**src/hw/rtl/lruc_pkg.sv**
```systemverilog
// Shared constants for the LRU cache table.
package lruc_pkg;

  localparam int ENTRIES_DEF = 16;
  localparam int KEY_W       = 32;
  localparam int VAL_W       = 32;
  localparam int CAP_W       = 5;

  localparam logic [CAP_W-1:0] CAP_RESET = CAP_W'(16);

  localparam logic CMD_GET = 1'b0;
  localparam logic CMD_PUT = 1'b1;

  localparam logic [VAL_W-1:0] MISS_VALUE = '1;

endpackage

```
**src/hw/rtl/lruc_lookup.sv**
```systemverilog
// Parallel key match, free-slot pick and LRU victim pick over all entries.
module lruc_lookup #(
  parameter int ENTRIES = lruc_pkg::ENTRIES_DEF,
  parameter int RANK_W  = 4
) (
  input  logic [lruc_pkg::KEY_W-1:0] key,
  input  logic [lruc_pkg::KEY_W-1:0] entry_key [ENTRIES],
  input  logic [ENTRIES-1:0]         entry_valid,
  input  logic [RANK_W-1:0]          entry_rank [ENTRIES],
  input  logic [RANK_W-1:0]          oldest_rank,
  output logic [ENTRIES-1:0]         match_oh,
  output logic [ENTRIES-1:0]         free_oh,
  output logic [ENTRIES-1:0]         victim_oh
);
  import lruc_pkg::*;

  logic [ENTRIES-1:0] match_vec;
  logic [ENTRIES-1:0] oldest_vec;
  logic [ENTRIES-1:0] free_vec;

  always_comb begin
    for (int i = 0; i < ENTRIES; i++) begin
      match_vec[i]  = entry_valid[i] && (entry_key[i] == key);
      oldest_vec[i] = entry_valid[i] && (entry_rank[i] == oldest_rank);
    end
  end

  assign free_vec = ~entry_valid;

  // keep only the lowest set bit
  assign match_oh  = match_vec & (~match_vec + 1'b1);
  assign free_oh   = free_vec & (~free_vec + 1'b1);
  // ranks of valid entries are a permutation, so the oldest one is unique
  assign victim_oh = oldest_vec & (~oldest_vec + 1'b1);

endmodule

```
**src/hw/rtl/lru_cache_table.sv**
```systemverilog
// Top level: fully associative key-value cache with LRU replacement.
//
//  channel | dir | sideband        | payload
//  --------+-----+-----------------+---------------------------------
//  in_     | in  | tuser = cmd     | tdata = key, value
//  out_    | out | tuser = hit     | tdata = read_value
//  cfg_    | in  | wr_en           | wr_data = capacity_in_use
//
// One access is taken per cycle unless a get is held; the match/rank update
// over the whole table is one stage between the input register and the
// result register, where a get leaves its result; a put gives none.
// Reset clears control state and entry valid bits; keys, values and ranks
// are left as they are. A get waits in the input register while the result
// register is still full and not taken.
module lru_cache_table #(
  parameter int ENTRIES = lruc_pkg::ENTRIES_DEF
) (
  input  logic                        clk,
  input  logic                        rst_n,
  input  logic                        in_tvalid,
  output logic                        in_tready,
  input  logic                        in_tuser,   // [0] cmd
  input  logic [2*lruc_pkg::KEY_W-1:0] in_tdata,  // [31:0] key, [63:32] value
  output logic                        out_tvalid,
  input  logic                        out_tready,
  output logic                        out_tuser,  // [0] hit
  output logic [lruc_pkg::VAL_W-1:0]  out_tdata,  // [31:0] read_value
  input  logic                        cfg_wr_en,
  input  logic [lruc_pkg::CAP_W-1:0]  cfg_wr_data
);
  import lruc_pkg::*;

  localparam int RANK_W = (ENTRIES > 1) ? $clog2(ENTRIES) : 1;
  localparam int OCC_W  = $clog2(ENTRIES + 1);
  localparam int CMP_W  = ((OCC_W > CAP_W) ? OCC_W : CAP_W) + 1;

  logic [CAP_W-1:0]  cap_r;

  logic              s1_valid_r;
  logic              s1_cmd_r;
  logic [KEY_W-1:0]  s1_key_r;
  logic [VAL_W-1:0]  s1_val_r;

  logic              out_valid_r;
  logic              out_hit_r;
  logic [VAL_W-1:0]  out_val_r;

  logic [KEY_W-1:0]  entry_key_r   [ENTRIES];
  logic [VAL_W-1:0]  entry_val_r   [ENTRIES];
  logic [RANK_W-1:0] entry_rank_r  [ENTRIES];
  logic [RANK_W-1:0] entry_rank_nxt[ENTRIES];
  logic [ENTRIES-1:0] entry_valid_r;
  logic [OCC_W-1:0]  occ_r;

  logic [ENTRIES-1:0] match_oh, free_oh, victim_oh, wr_oh;
  logic [RANK_W-1:0]  oldest_rank, hit_rank, age_limit;
  logic [VAL_W-1:0]   hit_value;
  logic [CMP_W-1:0]   eff_cap;
  logic               hit, is_put, can_fill, fill, touch, out_free, proc;

  assign oldest_rank = RANK_W'(occ_r - 1'b1);

  lruc_lookup #(
    .ENTRIES (ENTRIES),
    .RANK_W  (RANK_W)
  ) u_lookup (
    .key         (s1_key_r),
    .entry_key   (entry_key_r),
    .entry_valid (entry_valid_r),
    .entry_rank  (entry_rank_r),
    .oldest_rank (oldest_rank),
    .match_oh    (match_oh),
    .free_oh     (free_oh),
    .victim_oh   (victim_oh)
  );

  always_comb begin
    hit_rank  = '0;
    hit_value = '0;
    for (int i = 0; i < ENTRIES; i++) begin
      hit_rank  = hit_rank  | (match_oh[i] ? entry_rank_r[i] : '0);
      hit_value = hit_value | (match_oh[i] ? entry_val_r[i]  : '0);
    end
  end

  // zero acts as one, anything above the table size saturates
  always_comb begin
    if (cap_r == '0) begin
      eff_cap = CMP_W'(1);
    end else if (CMP_W'(cap_r) > CMP_W'(ENTRIES)) begin
      eff_cap = CMP_W'(ENTRIES);
    end else begin
      eff_cap = CMP_W'(cap_r);
    end
  end

  assign hit      = |match_oh;
  assign is_put   = (s1_cmd_r == CMD_PUT);
  assign can_fill = CMP_W'(occ_r) < eff_cap;
  assign out_free = !out_valid_r || out_tready;
  assign proc     = s1_valid_r && (is_put || out_free);
  assign fill     = proc && is_put && !hit && can_fill;
  assign touch    = proc && (hit || is_put);
  assign wr_oh    = hit ? match_oh : (can_fill ? free_oh : victim_oh);
  assign age_limit = hit ? hit_rank : oldest_rank;

  assign in_tready = !s1_valid_r || proc;

  // touched entry goes to rank 0; younger valid entries age by one
  always_comb begin
    for (int i = 0; i < ENTRIES; i++) begin
      entry_rank_nxt[i] = entry_rank_r[i];
      if (touch) begin
        if (wr_oh[i]) begin
          entry_rank_nxt[i] = '0;
        end else if (entry_valid_r[i] && (fill || entry_rank_r[i] < age_limit)) begin
          entry_rank_nxt[i] = entry_rank_r[i] + 1'b1;
        end
      end
    end
  end

  always_ff @(posedge clk) begin
    if (!rst_n) begin
      cap_r         <= CAP_RESET;
      s1_valid_r    <= 1'b0;
      out_valid_r   <= 1'b0;
      entry_valid_r <= '0;
      occ_r         <= '0;
    end else begin
      if (cfg_wr_en) begin
        cap_r <= cfg_wr_data;
      end
      if (in_tready) begin
        s1_valid_r <= in_tvalid;
      end
      if (proc && !is_put) begin
        out_valid_r <= 1'b1;
      end else if (out_tready) begin
        out_valid_r <= 1'b0;
      end
      if (fill) begin
        entry_valid_r <= entry_valid_r | free_oh;
        occ_r         <= occ_r + 1'b1;
      end
    end
  end

  always_ff @(posedge clk) begin
    if (in_tready && in_tvalid) begin
      s1_cmd_r <= in_tuser;
      s1_key_r <= in_tdata[KEY_W-1:0];
      s1_val_r <= in_tdata[KEY_W +: VAL_W];
    end
    if (proc && !is_put) begin
      out_hit_r <= hit;
      out_val_r <= hit ? hit_value : MISS_VALUE;
    end
    for (int i = 0; i < ENTRIES; i++) begin
      entry_rank_r[i] <= entry_rank_nxt[i];
      if (proc && is_put && wr_oh[i]) begin
        entry_key_r[i] <= s1_key_r;
        entry_val_r[i] <= s1_val_r;
      end
    end
  end

  assign out_tvalid = out_valid_r;
  assign out_tuser  = out_hit_r;
  assign out_tdata  = out_val_r;

endmodule

```
**config.mk**
```make
export PLATFORM = sky130hd
export DESIGN_NAME = lru_cache_table
export DESIGN_NICKNAME = d
export VERILOG_FILES = /design/src/hw/rtl/lruc_pkg.sv /design/src/hw/rtl/lruc_lookup.sv /design/src/hw/rtl/lru_cache_table.sv
export SDC_FILE = /design/constraint.sdc
export NUM_CORES = 2
export LEC_CHECK = 0
export BUFFER_PORTS_ARGS = -buffer_cell sky130_fd_sc_hd__buf_2
export CORE_ASPECT_RATIO = 0.75
export CORE_MARGIN = 2
export CORE_UTILIZATION = 50
export CTS_CLUSTER_SIZE = 28
export DETAILED_ROUTE_END_ITERATION = 8
export GPL_ROUTABILITY_DRIVEN = 0
export PLACE_DENSITY = 0.77
export SLEW_MARGIN = 20
export SYNTH_ARGS = -nofsm -noshare
export SYNTH_HDL_FRONTEND = slang
export SYNTH_SLANG_ARGS = --single-unit
export TNS_END_PERCENT = 50
```
**constraint.sdc**
```tcl
create_clock -name clk -period 12.85 [get_ports clk]
set_input_delay 0 -clock clk [delete_from_list [all_inputs] [get_ports clk]]
set_output_delay 0 -clock clk [all_outputs]
set_load 0.02 [all_outputs]
```
==> results.toml <==
[logic_synthesis]
synth_edf_count = 1186
yosysUniqueCellTypes = 85
syn-num-nets = 3609
syn_inst = 3496
syn_avg_cell_area_um2 = 14.8
yosys_warnings = 0
synth_seq_cells = 1214
synthArstFlopShare_pct = 0
seq_area_frac_synth_pct = 69.7
ys.flop_type = "edfxtp_1"
synth_area_um2 = 51900

[clocking]
h-tree-depth = 3
cts_tree = "done"
cts.clk_slew.worst_paths_ns = 0.06
numCtsBuffers = 115
root_buffer = "clkbuf_16"
cts_resized = 0
clockBufferDepth = 3
clock-sinks = 1214
clk_latency_ns = 0.74

[critical_path]
crit_required_ns = 13.17
r2r_start = "s1_key_r[31]"
worst_setup_path_end_kind = "flip-flop"
crit_arrival_ns = 7.36
crit_type = "reg2reg"
cp_max_fo = 35
startpoint_type = "flip-flop"
ff2ff_setup_slack_ns = 5.81
setup.worst_path.start = "s1_key_r[31]"

[run]
cap_viol_max_count = 0

[detailed_routing]
route.detailed.drc = 0
wl_per_cell_um = 27.8
avgViaCountPerCell = 6.39
ant_nets = 0
met2_length_um = 61700
routed_wl_um = 145000
wl_met3_um = 21500
met1Wirelength_um = 55200
drtIter0Drc = 5480
first_pass_iters = 7
highest_layer = "met5"
vias = 33300

[sta]
min_period_over_period_pct = 54.8
timing.slew.headroom_pct = 14.7
period_needed_ns = 7.04
fin_skew_ns = 0.0657
rsz0062_at_grt = "false"
hold_violations = 0
setup_violations = 0
fmax_ghz = 0.142
layout_setup_ws_ns = 5.81
whs_ns = 0.0175
final.setup.tns_ns = 0
drv_slew = 0
tightest_slew_ns = 1.27

[power_and_ir_drop]
switching_power_mw = 1.81
p_int_mw = 6.38
power_density_nw_per_um2 = 138
seq_power_share_pct = 53.7
leakage_nw = 19.1
p_sw_share_pct = 22.1
peakVddDrop_mv = 0.114
clockPowerShare_pct = 41.6
combPwrFrac_pct = 4.6

[global_routing]
overflow = 0
grt_pass1_wl_um = 212000
grt_pass1_vias = 32200
antenna_found_initial = 2
grt_max_degree = 65
grt_usage_pct = 26.8

[hold_path]
hp-start = "in_tdata[17]"
min_path_type = "in2reg"

[place]
portBuffers = 109
hpwl_um = 88700
placed_area_um2 = 54200
pre_cts_slack_ns = 6.20

[floorplanning]
die_height_um = 283
die_x_um = 376
initial_core_util_pct = 50.4
rows = 102
ios = 110
die_area_um2 = 106000
coreArea_um2 = 103000

[layout]
drive_gt1_share_pct = 11.2
final_net_count = 3878
area_delta_synth_final_pct = 14.5
final_area_um2 = 59400
final_util_pct = 57.7

[run_status]
status = "completed"
## worst max-delay path: stages, from the launching register on
cell and delay [ns]:
edfxtp_1 0.33, buf_4 0.25, buf_4 0.38, xor2_1 0.14, nor4_1 0.56, nand3b_1 0.20, or4_1 0.56, nand3_1 0.38
nand3b_1 0.26, nor2_4 0.04, buf_4 0.32, a22oi_1 0.28, nand3_1 0.19, a221oi_1 0.29, nand4_1 0.15, o21ai_1 0.63
buf_4 0.34, ha_1 0.28, a311oi_1 0.36, a211oi_1 0.09, a211oi_1 0.56
## layout make-up
type / count / area (um^2)
diodes: 2 / 5.00
clock buffers: 142 / 2980
clock inverters: 73 / 815
fillers: 7567 / 43600
inverters: 42 / 158
multi-input cells: 2060 / 14900
flip-flops and latches: 1214 / 36200
well taps: 1352 / 1690
repair buffers: 332 / 2680
## routing by layer
| layer | GRT usage (%) | up-vias |
|---|---|---|
| li1 | - | 14100 |
| met1 | 38.1 | 16200 |
| met2 | 38.6 | 2586 |
| met3 | 8.26 | 419 |
| met4 | 10.8 | 4 |
| met5 | 0 | - |
## cell usage in the layout (no fill, tap or decap), types with 30 or more instances in the layout
cell type / Yosys / routed
a21oi_1: 108 / 107
a221oi_1: 66 / 66
a22o_1: 36 / 36
a22oi_1: 100 / 100
buf_2: 62 / 109
buf_4: 9 / 84
clkbuf_16: 0 / 115
dlygate4sd3_1: 0 / 132
edfxtp_1: 1186 / 1186
ha_1: 38 / 38
inv_1: 41 / 40
nand2_1: 98 / 98
nand2b_1: 30 / 30
nand3_1: 127 / 126
nand4_1: 183 / 183
nor2_1: 154 / 141
nor3_1: 44 / 41
nor3b_1: 36 / 33
nor4_1: 106 / 103
xnor2_1: 364 / 364
xor2_1: 246 / 246
## cells by family after synthesis
group	synth area share, %
xor gates and xnor gates	10.8
and+or+nand+nor	9.98
muxes	0.118
adders and majority gates	0.917
DFF	69.7
AOI/OAI and AO/OA	6.56
buffers and inverters	1.89
## per-stage QoR
stage	power, mW	instances
floorplan	4.68	3496
global placement	4.81	4861
detailed placement	4.82	4864
CTS	8.19	5211
global route	8.38	5215
finish	8.19	5217
## power groups by stage
stage                     logic (mW)  clock network, mW  registers (mW)
after floorplan                0.195                  0            4.49
after global placement         0.325                  0            4.48
after detailed placement       0.331                  0            4.49
after CTS                      0.364               3.42            4.40
after global routing           0.396               3.58            4.40
final                          0.379               3.41            4.40
## Yosys cell counts (8+ instances only)
| library cell | number | share of area, % |
|---|---|---|
| and4_1 | 8 | 0.14 |
| dfxtp_1 | 28 | 1.1 |
| buf_1 | 11 | 0.080 |
| and3_1 | 19 | 0.23 |
| nor4b_1 | 13 | 0.22 |
| buf_4 | 9 | 0.13 |
| nand3_1 | 127 | 1.2 |
| o22ai_1 | 17 | 0.21 |
| a31oi_1 | 8 | 0.097 |
| o221ai_1 | 9 | 0.15 |
| o21a_1 | 17 | 0.25 |
| buf_2 | 62 | 0.60 |
| nor3b_1 | 36 | 0.52 |
| a21oi_1 | 108 | 1.0 |
| nand2b_1 | 30 | 0.36 |
| nor3_1 | 44 | 0.42 |
| o21ai_0 | 19 | 0.18 |
| nor4_1 | 106 | 1.3 |
| o211ai_1 | 11 | 0.16 |
| xnor2_1 | 364 | 6.1 |
| a21o_1 | 12 | 0.17 |
| nor2b_1 | 13 | 0.16 |
| and2_1 | 24 | 0.29 |
| a221oi_1 | 66 | 1.1 |
| a22o_1 | 36 | 0.61 |
| ha_1 | 38 | 0.92 |
| or4_1 | 18 | 0.26 |
| nand2_1 | 98 | 0.71 |
| a22oi_1 | 100 | 1.4 |
| xnor3_1 | 11 | 0.48 |
| xor2_1 | 246 | 4.2 |
| clkbuf_1 | 93 | 0.67 |
| inv_1 | 41 | 0.30 |
| nor2_1 | 154 | 1.1 |
| nand4_1 | 183 | 2.2 |
| edfxtp_1 | 1186 | 69 |
| a211oi_1 | 17 | 0.25 |
## repair_timing
action,in CTS,in global routing
endpoints found under the hold margin,112,0
setup buffers,0,0
hold buffers,132,0
## registers in the layout, indices dropped and copies added (netlist names)
signal         flops
entry_valid_r     16
cap_r              5
occ_r              5
out_tdata         32
entry_rank_r      64
out_tuser          1
out_tvalid         1
s1_valid_r         1
s1_key_r          32
is_put             1
entry_val_r      512
s1_val_r          32
entry_key_r      512
## worst paths after layout
check / cells after the start / endpoint
max: 20 / entry_rank_r[52]
min: 2 / s1_key_r[17]
max reg2reg: 20 / entry_rank_r[52]
min reg2reg: 2 / out_tdata[10]
(Power assumes the default switching activity.)
